==> src/sv/rsd_pkg.sv <==
// ----------------------------------------------------------------------------
// rsd_pkg: shared types and constants of the record stream deframer
// Message layout constants, status codes, register indexes and the
// structs that travel between the deframer's submodules.
// ----------------------------------------------------------------------------
package rsd_pkg;

  localparam int unsigned RSD_HDR_LEN      = 8;
  localparam int unsigned RSD_REC_LEN      = 13;
  localparam int unsigned RSD_REC_STATE_AT = 12;
  localparam int unsigned RSD_FIELD_LEN    = 4;
  localparam int unsigned RSD_QUEUE_DEPTH  = 4;

  // tdata: player_id, entity_id, state_code, status packed, padded to bytes
  localparam int unsigned RSD_OUT_FIELDS_W = 32 + 64 + 8 + 2;
  localparam int unsigned RSD_OUT_DATA_W   = ((RSD_OUT_FIELDS_W + 7) / 8) * 8;

  localparam logic [3:0] RSD_HDR_BODY = 4'(RSD_HDR_LEN);
  localparam logic [3:0] RSD_HDR_LAST = 4'(RSD_HDR_LEN - 1);
  localparam logic [3:0] RSD_REC_LAST = 4'(RSD_REC_LEN - 1);
  localparam logic [3:0] RSD_REC_STATE = 4'(RSD_REC_STATE_AT);

  typedef enum logic [1:0] {
    ST_OK    = 2'd0,
    ST_SHORT = 2'd1,
    ST_BAD   = 2'd2
  } status_e;

  typedef enum logic [1:0] {
    REG_EXPECTED_SCHEMA  = 2'd0,
    REG_MAX_RECORD_COUNT = 2'd1,
    REG_HIGHEST_STATE    = 2'd2
  } reg_idx_e;

  typedef enum logic {
    KIND_RECORD = 1'b0,
    KIND_STATUS = 1'b1
  } kind_e;

  typedef struct packed {
    logic [31:0] expected_schema;
    logic [31:0] max_record_count;
    logic [7:0]  highest_state_code;
  } cfg_t;

  // One queue entry holds everything a single byte produces
  typedef struct packed {
    logic        rec_valid;
    logic [31:0] player_id;
    logic [63:0] entity_id;
    logic [7:0]  state_code;
    logic        stat_valid;
    status_e     status;
  } entry_t;

endpackage

==> src/sv/rsd_cfg_regs.sv <==
// ----------------------------------------------------------------------------
// rsd_cfg_regs: configuration register file
// APB-style slave holding the expected schema, the record count limit and
// the highest legal state code.
// ----------------------------------------------------------------------------
module rsd_cfg_regs (
  input  logic         clk_i,
  input  logic         rst_ni,
  input  logic         psel,
  input  logic         penable,
  input  logic         pwrite,
  input  logic [3:0]   paddr,
  input  logic [31:0]  pwdata,
  output logic [31:0]  prdata,
  output logic         pready,
  output rsd_pkg::cfg_t cfg_o
);
  import rsd_pkg::*;

  cfg_t     cfg_q;
  reg_idx_e idx;
  logic     wr_en;

  assign idx    = reg_idx_e'(paddr[3:2]);
  assign wr_en  = psel & penable & pwrite & pready;
  assign pready = 1'b1;
  assign cfg_o  = cfg_q;

  always_ff @(posedge clk_i or negedge rst_ni) begin
    if (!rst_ni) begin
      cfg_q.expected_schema    <= 32'd1;
      cfg_q.max_record_count   <= 32'd65536;
      cfg_q.highest_state_code <= 8'd2;
    end else if (wr_en) begin
      unique case (idx)
        REG_EXPECTED_SCHEMA:  cfg_q.expected_schema    <= pwdata;
        REG_MAX_RECORD_COUNT: cfg_q.max_record_count   <= pwdata;
        REG_HIGHEST_STATE:    cfg_q.highest_state_code <= pwdata[7:0];
        default: ;
      endcase
    end
  end

  always_comb begin
    unique case (idx)
      REG_EXPECTED_SCHEMA:  prdata = cfg_q.expected_schema;
      REG_MAX_RECORD_COUNT: prdata = cfg_q.max_record_count;
      REG_HIGHEST_STATE:    prdata = {24'd0, cfg_q.highest_state_code};
      default:              prdata = 32'd0;
    endcase
  end

endmodule

==> src/sv/rsd_parser.sv <==
// ----------------------------------------------------------------------------
// rsd_parser: per-byte message parser
// Assembles the header and the record fields, checks them and builds a queue
// entry (record and/or status) for each byte ending a record or the message.
// ----------------------------------------------------------------------------
module rsd_parser (
  input  logic           clk_i,
  input  logic           rst_ni,
  input  rsd_pkg::cfg_t  cfg_i,
  input  logic           in_fire_i,
  input  logic [7:0]     data_byte_i,
  input  logic           end_of_buffer_i,
  output rsd_pkg::entry_t entry_o,
  output logic           push_o
);
  import rsd_pkg::*;

  logic [3:0]  hdr_pos_q, hdr_pos_d;
  logic [3:0]  rec_off_q, rec_off_d;
  logic [31:0] done_q, done_nx;
  logic        err_q, err_nx;
  logic [31:0] schema_q, schema_d;
  logic [31:0] count_q, count_d;
  logic [7:0]  rec_bytes_q [RSD_REC_STATE_AT];
  logic [7:0]  rec_bytes_d [RSD_REC_STATE_AT];
  logic        in_hdr;
  logic        emit;
  status_e     status;

  assign in_hdr = (hdr_pos_q < RSD_HDR_BODY);

  always_comb begin
    schema_d    = schema_q;
    count_d     = count_q;
    rec_bytes_d = rec_bytes_q;
    done_nx     = done_q;
    err_nx      = err_q;
    emit        = 1'b0;
    rec_off_d   = rec_off_q;
    hdr_pos_d   = hdr_pos_q;

    if (in_hdr) begin
      for (int k = 0; k < RSD_FIELD_LEN; k++) begin
        if (hdr_pos_q[1:0] == 2'(k)) begin
          if (!hdr_pos_q[2]) schema_d[8*k +: 8] = data_byte_i;
          else               count_d[8*k +: 8]  = data_byte_i;
        end
      end
      if (hdr_pos_q == RSD_HDR_LAST &&
          (schema_d != cfg_i.expected_schema || count_d > cfg_i.max_record_count)) begin
        err_nx = 1'b1;
      end
      hdr_pos_d = hdr_pos_q + 4'd1;
    end else begin
      // record offset runs on every body byte
      rec_off_d = (rec_off_q == RSD_REC_LAST) ? 4'd0 : rec_off_q + 4'd1;
      if (!err_q) begin
        if (done_q >= count_q) begin
          err_nx = 1'b1;
        end else if (rec_off_q < RSD_REC_STATE) begin
          for (int k = 0; k < RSD_REC_STATE_AT; k++) begin
            if (rec_off_q == 4'(k)) rec_bytes_d[k] = data_byte_i;
          end
        end else if (data_byte_i > cfg_i.highest_state_code) begin
          err_nx = 1'b1;
        end else begin
          emit    = 1'b1;
          done_nx = done_q + 32'd1;
        end
      end
    end

    if (hdr_pos_q < RSD_HDR_LAST)             status = ST_SHORT;
    else if (err_nx || done_nx != count_d)     status = ST_BAD;
    else                                       status = ST_OK;
  end

  always_ff @(posedge clk_i or negedge rst_ni) begin
    if (!rst_ni) begin
      hdr_pos_q <= 4'd0;
      rec_off_q <= 4'd0;
      done_q    <= 32'd0;
      err_q     <= 1'b0;
    end else if (in_fire_i) begin
      if (end_of_buffer_i) begin
        // message closes: clear the header position, record offset, count and error
        hdr_pos_q <= 4'd0;
        rec_off_q <= 4'd0;
        done_q    <= 32'd0;
        err_q     <= 1'b0;
      end else begin
        hdr_pos_q <= hdr_pos_d;
        rec_off_q <= rec_off_d;
        done_q    <= done_nx;
        err_q     <= err_nx;
      end
    end
  end

  always_ff @(posedge clk_i) begin
    if (in_fire_i) begin
      schema_q    <= schema_d;
      count_q     <= count_d;
      rec_bytes_q <= rec_bytes_d;
    end
  end

  always_comb begin
    entry_o.rec_valid  = emit;
    entry_o.player_id  = {rec_bytes_q[3], rec_bytes_q[2], rec_bytes_q[1], rec_bytes_q[0]};
    entry_o.entity_id  = {rec_bytes_q[11], rec_bytes_q[10], rec_bytes_q[9], rec_bytes_q[8],
                          rec_bytes_q[7], rec_bytes_q[6], rec_bytes_q[5], rec_bytes_q[4]};
    entry_o.state_code = data_byte_i;
    entry_o.stat_valid = end_of_buffer_i;
    entry_o.status     = status;
  end

  assign push_o = in_fire_i & (emit | end_of_buffer_i);

  a_rec_off_range: assert property (@(posedge clk_i) disable iff (!rst_ni)
    rec_off_q <= RSD_REC_LAST)
    else $error("record offset out of range");

  a_no_record_in_header: assert property (@(posedge clk_i) disable iff (!rst_ni)
    in_fire_i && in_hdr |-> !emit)
    else $error("record emitted during header");

  a_end_clears: assert property (@(posedge clk_i) disable iff (!rst_ni)
    in_fire_i && end_of_buffer_i |=> hdr_pos_q == 4'd0 && done_q == 32'd0 && !err_q)
    else $error("message state not cleared at end");

endmodule

==> src/sv/rsd_out_queue.sv <==
// ----------------------------------------------------------------------------
// rsd_out_queue: result queue and output serializer
// Buffers parser entries and hands out the record and/or the status of each
// entry, the record first, as separate words on the output stream.
// ----------------------------------------------------------------------------
module rsd_out_queue #(
  parameter int unsigned DEPTH = rsd_pkg::RSD_QUEUE_DEPTH
) (
  input  logic            clk_i,
  input  logic            rst_ni,
  input  logic            push_i,
  input  rsd_pkg::entry_t entry_i,
  output logic            full_o,
  output logic            valid_o,
  input  logic            ready_i,
  output rsd_pkg::kind_e  kind_o,
  output logic [31:0]     player_id_o,
  output logic [63:0]     entity_id_o,
  output logic [7:0]      state_code_o,
  output rsd_pkg::status_e status_o,
  output logic            last_o
);
  import rsd_pkg::*;

  localparam int unsigned PTR_W = (DEPTH > 1) ? $clog2(DEPTH) : 1;
  localparam int unsigned CNT_W = $clog2(DEPTH + 1);
  localparam logic [PTR_W-1:0] PTR_LAST = PTR_W'(DEPTH - 1);
  localparam logic [CNT_W-1:0] CNT_FULL = CNT_W'(DEPTH);

  entry_t           mem [DEPTH];
  logic [PTR_W-1:0] wr_ptr_q, rd_ptr_q;
  logic [CNT_W-1:0] count_q;
  logic             phase_q;
  entry_t           head;
  logic             show_rec;
  logic             fire, final_part, pop;

  assign head       = mem[rd_ptr_q];
  assign show_rec   = head.rec_valid & ~phase_q;
  assign valid_o    = (count_q != '0);
  assign full_o     = (count_q == CNT_FULL);
  assign fire       = valid_o & ready_i;
  assign final_part = ~show_rec | ~head.stat_valid;
  assign pop        = fire & final_part;

  always_ff @(posedge clk_i) begin
    if (push_i) mem[wr_ptr_q] <= entry_i;
  end

  always_ff @(posedge clk_i or negedge rst_ni) begin
    if (!rst_ni) begin
      wr_ptr_q <= '0;
      rd_ptr_q <= '0;
      count_q  <= '0;
      phase_q  <= 1'b0;
    end else begin
      if (push_i) wr_ptr_q <= (wr_ptr_q == PTR_LAST) ? '0 : wr_ptr_q + PTR_W'(1);
      if (pop)    rd_ptr_q <= (rd_ptr_q == PTR_LAST) ? '0 : rd_ptr_q + PTR_W'(1);
      if (push_i && !pop)      count_q <= count_q + CNT_W'(1);
      else if (!push_i && pop) count_q <= count_q - CNT_W'(1);
      // hold the entry after its record goes out, status follows
      if (fire) phase_q <= ~final_part;
    end
  end

  always_comb begin
    kind_o       = show_rec ? KIND_RECORD : KIND_STATUS;
    player_id_o  = show_rec ? head.player_id  : 32'd0;
    entity_id_o  = show_rec ? head.entity_id  : 64'd0;
    state_code_o = show_rec ? head.state_code : 8'd0;
    status_o     = show_rec ? ST_OK : head.status;
    last_o       = ~show_rec;
  end

  a_count_bound: assert property (@(posedge clk_i) disable iff (!rst_ni)
    count_q <= CNT_FULL)
    else $error("queue count above depth");

  a_phase_has_entry: assert property (@(posedge clk_i) disable iff (!rst_ni)
    phase_q |-> valid_o && head.rec_valid && head.stat_valid)
    else $error("status phase without a pending entry");

  a_split_holds_head: assert property (@(posedge clk_i) disable iff (!rst_ni)
    fire && !final_part |=> phase_q && $stable(rd_ptr_q))
    else $error("head advanced before its status went out");

endmodule

==> src/sv/record_stream_deframer.sv <==
// ----------------------------------------------------------------------------
// record_stream_deframer: byte-stream message deframer
// A result word is written into the output queue when its last byte is taken.
// Throughput: one byte per cycle while the queue is not full; a byte ending a
// record and the message gives two words; its queue entry stays until both go.
// The queue of QUEUE_DEPTH entries sets how far output stalls are absorbed.
// Reset clears the message state and the queue; registers return to defaults.
// ----------------------------------------------------------------------------
module record_stream_deframer #(
  parameter int unsigned QUEUE_DEPTH = rsd_pkg::RSD_QUEUE_DEPTH
) (
  input  logic         clk_i,
  input  logic         rst_ni,
  // APB configuration port
  input  logic         psel,
  input  logic         penable,
  input  logic         pwrite,
  input  logic [3:0]   paddr,
  input  logic [31:0]  pwdata,
  output logic [31:0]  prdata,
  output logic         pready,
  // input stream
  input  logic         s_axis_tvalid,
  output logic         s_axis_tready,
  input  logic [7:0]   s_axis_tdata,   // [7:0] data_byte
  input  logic         s_axis_tlast,   // end_of_buffer
  // output stream
  output logic         m_axis_tvalid,
  input  logic         m_axis_tready,
  // [31:0] player_id, [95:32] entity_id, [103:96] state_code,
  // [105:104] status, [111:106] zero
  output logic [rsd_pkg::RSD_OUT_DATA_W-1:0] m_axis_tdata,
  output logic         m_axis_tuser,   // [0] result_kind
  output logic         m_axis_tlast    // last
);
  import rsd_pkg::*;

  cfg_t        cfg;
  entry_t      entry;
  logic        push, full, in_fire;
  kind_e       kind;
  status_e     status;
  logic [31:0] player_id;
  logic [63:0] entity_id;
  logic [7:0]  state_code;

  assign s_axis_tready = ~full;
  assign in_fire       = s_axis_tvalid & s_axis_tready;

  rsd_cfg_regs u_cfg (
    .clk_i   (clk_i),
    .rst_ni  (rst_ni),
    .psel    (psel),
    .penable (penable),
    .pwrite  (pwrite),
    .paddr   (paddr),
    .pwdata  (pwdata),
    .prdata  (prdata),
    .pready  (pready),
    .cfg_o   (cfg)
  );

  rsd_parser u_parser (
    .clk_i           (clk_i),
    .rst_ni          (rst_ni),
    .cfg_i           (cfg),
    .in_fire_i       (in_fire),
    .data_byte_i     (s_axis_tdata),
    .end_of_buffer_i (s_axis_tlast),
    .entry_o         (entry),
    .push_o          (push)
  );

  rsd_out_queue #(
    .DEPTH (QUEUE_DEPTH)
  ) u_queue (
    .clk_i        (clk_i),
    .rst_ni       (rst_ni),
    .push_i       (push),
    .entry_i      (entry),
    .full_o       (full),
    .valid_o      (m_axis_tvalid),
    .ready_i      (m_axis_tready),
    .kind_o       (kind),
    .player_id_o  (player_id),
    .entity_id_o  (entity_id),
    .state_code_o (state_code),
    .status_o     (status),
    .last_o       (m_axis_tlast)
  );

  assign m_axis_tuser = kind;
  assign m_axis_tdata = {(RSD_OUT_DATA_W - RSD_OUT_FIELDS_W)'(0),
                         status, state_code, entity_id, player_id};

endmodule

==> config.mk <==
export PLATFORM = sky130hd
export DESIGN_NAME = record_stream_deframer
export DESIGN_NICKNAME = d
export VERILOG_FILES = /design/src/sv/rsd_pkg.sv /design/src/sv/rsd_cfg_regs.sv /design/src/sv/rsd_parser.sv /design/src/sv/rsd_out_queue.sv /design/src/sv/record_stream_deframer.sv
export SDC_FILE = /design/constraint.sdc
export NUM_CORES = 1
export LEC_CHECK = 0
export ABC_AREA = 1
export BUFFER_PORTS_ARGS = -buffer_cell sky130_fd_sc_hd__buf_2
export CORE_AREA = 2 2 267 335
export DETAILED_ROUTE_END_ITERATION = 8
export DIE_AREA = 0 0 269 337
export PLACE_DENSITY_LB_ADDON = 0.15
export SLEW_MARGIN = 5
export SYNTH_ARGS = -nofsm -noshare
export SYNTH_HDL_FRONTEND = slang
export SYNTH_HIERARCHICAL = 1
export SYNTH_SLANG_ARGS = --single-unit
==> constraint.sdc <==
create_clock -name clk_i -period 5.08 [get_ports clk_i]
set_input_delay 0.508 -clock clk_i [delete_from_list [all_inputs] [get_ports clk_i]]
set_output_delay 0.508 -clock clk_i [all_outputs]
set_load 0.02 [all_outputs]
==> summary.txt, run 1 <==
Worst hold path
  – Min-delay worst type: input pin to async pin

Timing
  – Slew Limit Headroom: 26.3%
  – Clock skew: 36.2 ps
  – Slew Limit Fails: 0
  – Unrepaired setup endpoints after global routing: no
  – Hold Vio Cnt, Final: 15
  – Fmax achieved: 0.233 GHz
  – Setup Viol. Count Final: 0
  – Tmin final: 4290 ps
  – Setup tns final: 0 ps
  – Final worst path period share: between 80% and 90%
  – Tightest Pin Transition: between 1000 and 1500 ps
  – WHS: -41.2 ps

Routing
  – Final wirelength: 93800 um
  – Vias per cell: just under 5
  – Wire length per cell: 19.8 um
  – Met3 WL: about 4200 um
  – Via count: between 20000 and 25000
  – Highest Signal Layer: met5
  – DR pass1 iterations: 5
  – Met1 Wirelength: 38800 um
  – Starting DRC count in detailed routing: 1535
  – Antenna Violating Nets Remaining: 0
  – Met2 routed wirelength: 47600 um
  – DR DRC count: 0

Setup path
  – Kind of critical path: register to register
  – CP required: ~5400 ps
  – Reg2reg start: u_parser/hdr_pos_q[0]
  – R2R depth: 23
  – CP Launch Type: register
  – Crit path launch: u_parser/hdr_pos_q[0]
  – Reg2reg end: u_queue/mem[3][1]
  – Worst setup EP type: register
  – Critical path fanouts, max: 16
  – Worst path arrival time: approximately 4600 ps
  – Reg2reg setup slack: 790 ps

Outcome
  – Failing checks: hold timing
  – Status: complete, but fails checks

Final layout
  – Layout Nets: 3630
  – Final core occ: 42.8%
  – P&R area growth vs syn: 14.0%
  – Fillers: 8520
  – Layout cell share with drive strength beyond 1: between 10% and 20%

Logic synthesis
  – YS warnings: 6
  – Mapped Cells: 3311
  – Post-synthesis register bit count: between 700 and 800
  – Synth cell types: 47
  – Mapped Area: around 33000 um^2
  – Post-synth EDFFs: 592
  – Count leader, synth: nand2_1
  – Dominant synthesized flop cell: edfxtp_1
  – Top cell type's share of synthesized area: approximately 54%
  – Area contributors post-synth: edfxtp_1, nand2_1, dfrtp_1
  – Syn avg cell area: 9.96 um^2
  – Synth area leader: edfxtp_1
  – Seq/Total Area, Yosys: 63.1%
  – Ys async rst share: 17.0%
  – Synth top cells by count: nand2_1, edfxtp_1, nor2_1, o21ai_0, inv_1

CTS
  – Clock Pin Slew Worst Setup and Hold Paths: 60 ps
  – H-tree levels: 3
  – CTS buffer count: 75
  – Max clock buf depth: 3
  – Worst skew pair latency: 640 ps
  – Postcts setup bufs: 0
  – CTS Root Cell: clkbuf_16
  – Cts repair resizes: 0
  – Sink Count: 713
  – Cts hold-fix bufs: 0
  – CTS tree: yes

Die
  – Placement Rows: 122
  – Die X: 269 um
  – Die area: ~91000 um^2
  – Area of the core: 87800 um^2
  – I/O pins: 201
  – Chip Height: 337 um
  – Initial Utilization: 37.6%

GRT
  – Global-route wire length before repair: 139000 um
  – Global Route Usage Sum: 20.7%
  – Initial antenna violation count: 2
  – Vias in the first global route: about 23000
  – Gr ovfl total: 0
  – Largest net degree at the start of global routing: just under 200

Place
  – Port bufs: 191
  – Detail Placement HPWL: 59600 um
  – Routability cong.: 0.885

Pwr
  – Lkg Pwr: 15.3 nW
  – Worst vdd ir: 694 uV
  – PD cells: 513 nW/um^2

Flow run
  – Max_cap viols: 0
-- layout by cell type (no fill, tap or decap), types with 19 or more instances in the layout --
master and count:
edfxtp_1 592, dfrtp_1 116, a21oi_1 104, nor2_1 521
nand3_1 144, a21oi_2 30, o21ai_0 321, nand4_1 24
clkbuf_16 76, ha_1 87, nand2_1 825, buf_4 47
clkinv_1 19, inv_1 259, buf_2 190, nor3_1 30
-- sequential cells by signal, summed over array words and instances, names as in the netlist --
name / flops
u_parser/count_q: 32
u_queue/count_q: 3
u_parser/entry_o: 96
u_parser/rec_off_q: 4
u_parser/hdr_pos_q: 4
u_queue/phase_q: 1
u_queue/rd_ptr_q: 2
u_queue/mem: 432
u_cfg/cfg_o: 72
u_queue/wr_ptr_q: 2
u_parser/done_q: 32
u_parser/err_q: 1
u_parser/schema_q: 32
-- stage by stage --
step                setup slack (ps)  area (um^2)  instances  hold WS [ps]  power (mW)
CTS                              820        37600       4731          4.43        19.5
floorplan                        149        33000       3316           212        11.9
finish                           793        37600       4732         -41.2        19.3
global placement                 624        35200       4591           462        14.0
global route                     457        37600       4731          14.8        20.5
detailed placement               590        35200       4591           467        14.0
-- report_power, final --
part | internal, mW | switching (mW) | leakage, nW
logic | 1.80 | 4.49 | 7.18
clock network | 3.11 | 2.37 | 1.19
registers | 7.11 | 0.410 | 6.97
total | 12.0 | 7.26 | 15.3
-- worst max path at each step --
| stage | end | slack, ps | cells after the start |
|---|---|---|---|
| after global placement | u_queue/mem[0][13] | 620 | 13 |
| final | u_queue/mem[3][1] | 790 | 23 |
| after global routing | u_queue/mem[3][1] | 460 | 23 |
| after CTS | u_queue/mem[3][1] | 820 | 23 |
| after floorplan | u_queue/mem[0][0] | 150 | 7 |
| after detailed placement | u_queue/mem[0][24] | 590 | 13 |
-- per-layer routing --
layer | track usage, % | up-vias
met2 | 36.8 | 502
met5 | 0 | -
met3 | 3.06 | 147
met1 | 25.4 | 11100
met4 | 7.39 | 2
li1 | - | 11500
-- kinds of logic after synthesis --
kind of cell	synth area share, %
xor gates and xnor gates	0.281
adders and majority gates	3.36
buffers and inverters	5.79
AOI/OAI and AO/OA	8.15
DFF	63.1
other	0.0228
muxes	0.0342
and+or+nand+nor	19.2
-- worst max-delay path, cell delays in order, from the launching register on --
cell and delay, ps:
dfrtp_1 420, inv_1 140, ha_1 360, nand2_1 440, o21ai_0 680, ha_1 370, nand2_1 60, nand2_1 50
nand3_1 60, nand2_1 60, nand2_1 60, nand2_1 40, a21oi_1 120, nand2_1 70, nand2_1 50, nand3_1 130
nand2_1 130, nand3_1 90, nor2_1 100, nand2_1 50, nor2_1 140, nand3_1 90, nor2_1 180, nor2_1 100
-- cell type report --
cell class / count / area, um^2 / area share (%)
multi-input combinational: 2179 / 10300 / 27.4
sequential: 713 / 20800 / 55.4
tap: 1178 / 1470 / 3.92
clock buffer: 92 / 1970 / 5.25
inverter: 272 / 1040 / 2.78
timing repair buffer: 249 / 1540 / 4.08
clock inverter: 48 / 465 / 1.24
antenna: 1 / 2.50 / 0.00666
Power figures use the tool's default switching activity.
==> inputs of run 2 (changes only) <==
--- a/config.mk
+++ b/config.mk
@@ -5,11 +5,11 @@
 export SDC_FILE = /design/constraint.sdc
 export NUM_CORES = 1
 export LEC_CHECK = 0
-export ABC_AREA = 1
+export ABC_AREA = 0
 export BUFFER_PORTS_ARGS = -buffer_cell sky130_fd_sc_hd__buf_2
-export CORE_AREA = 2 2 267 335
+export CORE_AREA = 2 2 264 331
 export DETAILED_ROUTE_END_ITERATION = 8
-export DIE_AREA = 0 0 269 337
+export DIE_AREA = 0 0 266 333
 export PLACE_DENSITY_LB_ADDON = 0.15
 export SLEW_MARGIN = 5
 export SYNTH_ARGS = -nofsm -noshare
==> constraint.sdc (replaced) <==
create_clock -name clk_i -period 3.9 [get_ports clk_i]
set_input_delay 0.39 -clock clk_i [delete_from_list [all_inputs] [get_ports clk_i]]
set_output_delay 0.39 -clock clk_i [all_outputs]
set_load 0.02 [all_outputs]
==> run 2 against run 1 <==
Effect of this change: the flow now finishes without violations; fmax grew 13%; clock skew increased by 0.67 ps; cell area up 3.0%; register-to-register slack worse by 680 ps; synthesized area down 2.1%; utilization rose by 2.6 points; largest power group unchanged.
==> summary.txt, run 2 <==
Outcome
  – Status: finished clean

Die
  – Die area: roughly 89000 um^2
  – Placement Rows: 120
  – I/O pins: 201
  – Chip Height: ~330 um
  – Die X: 266 um
  – Initial Utilization: 37.8%
  – Area of the core: 85300 um^2

Timing
  – Tightest Pin Transition: 870 ps
  – Clock skew: around 37 ps
  – Final worst path period share: 97.1%
  – Fmax achieved: about 0.26 GHz
  – Setup Viol. Count Final: 0
  – Slew Limit Fails: 0
  – Hold Vio Cnt, Final: 0
  – Tmin final: 3790 ps
  – Slew Limit Headroom: about two fifths
  – Setup tns final: 0 ps

Logic synthesis
  – XOR/XNOR share of the synthesized area: 2.19%
  – Ys async rst share: 17.0%
  – Dominant synthesized flop cell: edfxtp_1
  – Mapped Area: ~32000 um^2
  – Largest family of logic cells by synthesized area: multiplexers
  – Syn avg cell area: roughly 16 um^2
  – Seq/Total Area, Yosys: 64.5%
  – Post-synthesis register bit count: 713
  – Count leader, synth: edfxtp_1
  – Area contributors post-synth: edfxtp_1, dfrtp_1, mux4_2
  – Mux cell area share after synthesis: 14.6%
  – Synth Area in Compound Gates: 4.37%
  – Top cell type's share of synthesized area: a little under three fifths
  – Synth area leader: edfxtp_1
  – Mapped Cells: 2069
  – Post-Synth Simple-Gate Area: 7.44%
  – YS warnings: 6
  – Post-Synth Adder-Cell Area: 3.43%
  – Post-synth EDFFs: 592
  – Synth cell types: 90
  – Synth top cells by count: edfxtp_1, inv_1, dfrtp_1, nor2b_1

Pwr
  – Lkg Pwr: 14.6 nW
  – PD cells: 668 nW/um^2
  – Worst vdd ir: 533 uV
  – Total Power: around 26 mW

Routing
  – Via count: 18900
  – Wire length per cell: 24.1 um
  – Starting DRC count in detailed routing: 1160
  – DR pass1 iterations: 5
  – DR DRC count: 0
  – Final wirelength: 86400 um
  – Antenna Violating Nets Remaining: 0
  – Vias per cell: approximately 5.3

GRT
  – Global Route Usage Sum: 19.5%
  – Largest net degree at the start of global routing: 97
  – Global-route wire length before repair: 128000 um
  – Vias in the first global route: 19700
  – Initial antenna violation count: 4
  – Gr ovfl total: 0

CTS
  – CTS buffer count: between 70 and 80
  – H-tree levels: 3
  – Worst skew pair latency: 630 ps
  – Max clock buf depth: 3
  – CTS Root Cell: clkbuf_16
  – CTS tree: yes
  – Clock Pin Slew Worst Setup and Hold Paths: 60 ps
  – Sink Count: 713

Final layout
  – Finished Cell Area: 38700 um^2
  – Most frequent cells in the layout: edfxtp_1, buf_2, buf_4
  – Max reg flops: 432
  – Commonest non-fill, non-tap cell in the layout: edfxtp_1
  – Layout Nets: 2570
  – Biggest register: u_queue/mem
  – P&R area growth vs syn: 20.0%
  – Layout cell share with drive strength beyond 1: a little under a third

Place
  – Cell Area, Placed: between 30000 and 40000 um^2
  – Routability cong.: between 0.8 and 0.9
  – Port bufs: 191
  – Detail Placement HPWL: 59000 um

Setup path
  – R2R depth: 14
  – Worst path arrival time: 4130 ps
  – CP required: 4250 ps
  – Kind of critical path: register to register
  – CP Launch Type: register
  – Critical path fanouts, max: 18
  – Worst setup EP type: register

Worst hold path
  – Worst hold path depth: 2
  – Min-delay worst type: input pin to register

Flow run
  – Max_cap viols: 0
[run 2: final timing paths]
path	startpoint	to	slack, ps
worst max register to register	u_parser/done_q[0]	u_queue/mem[3][1]	110
worst max-delay path	u_parser/done_q[0]	u_queue/mem[3][1]	110
max in group asynchronous	rst_ni	u_cfg/cfg_o[1]	2710
min in group asynchronous	rst_ni	u_parser/done_q[19]	310
worst min-delay path	pwdata[0]	u_cfg/cfg_o[8]	40
worst min register to register	u_queue/count_q[2]	u_queue/count_q[2]	490
[run 2: final cells by class]
cell class,instances,area [um^2]
Antenna cell,2,5.00
Clock inverter,44,522
Tap cell,1098,1370
Multi-Input combinational cell,1121,10700
Clock buffer,95,2000
Sequential cell,713,20800
Timing Repair Buffer,393,2830
Fill cell,7634,46600
Inverter,126,473
[run 2: what timing repair did]
action | CTS | global route
cloned | 0 | 1
resized for setup | 8 | 42
hold buffers | 25 | 0
pin swaps | 3 | 13
buffers inserted | 1 | 0
setup endpoints to repair | 4 | 4
hold endpoints to repair | 74 | 0
[run 2: routing by layer]
metal	GRT usage, %	share of wire [%]
met2	34.8	52
met4	5.03	2.1
met3	2.64	4.0
met1	24.7	42
met5	0	0
[run 2: power by group]
part,leakage [nW],switching (mW),total [mW],internal [mW]
Clock,1.23,3.04,7.32,4.28
Sequential,6.92,0.595,9.89,9.29
Combinational,6.48,4.94,8.68,3.74
[run 2: cell families (layout without fill, tap and decap cells)]
family                     count (synthesis)  in the layout
DFF                                      713            713
xor gates and xnor gates                  79             79
muxes                                    309            309
other                                      2              9
and+or+nand+nor                          428            429
adders and majority gates                 88             88
buffers and inverters                    241            658
AOI/OAI and AO/OA                        209            209
[run 2: metrics by stage]
step | util, % | cells | worst slack (ps) | hold WS (ps)
global placement | 41.8 | 3424 | -263 | 454
detailed placement | 41.8 | 3424 | -238 | 444
floorplan | - | 2074 | 146 | 94.4
CTS | 45.1 | 3589 | 4.24 | 2.19
global route | 45.4 | 3590 | -13.8 | 20.1
finish | 45.4 | 3592 | 114 | 42.6
[run 2: critical path, cell delays in order, from the launching register on]
cell       delay [ps]
dfrtp_1           380
inv_1             110
ha_1              230
nand2b_1          140
a2111o_1          400
o2111ai_1         200
a311oi_4          180
buf_12            200
nor4_1            440
buf_4             200
xnor2_1           130
o2111ai_1         180
nor4_2            410
buf_4             180
a31oi_2           120
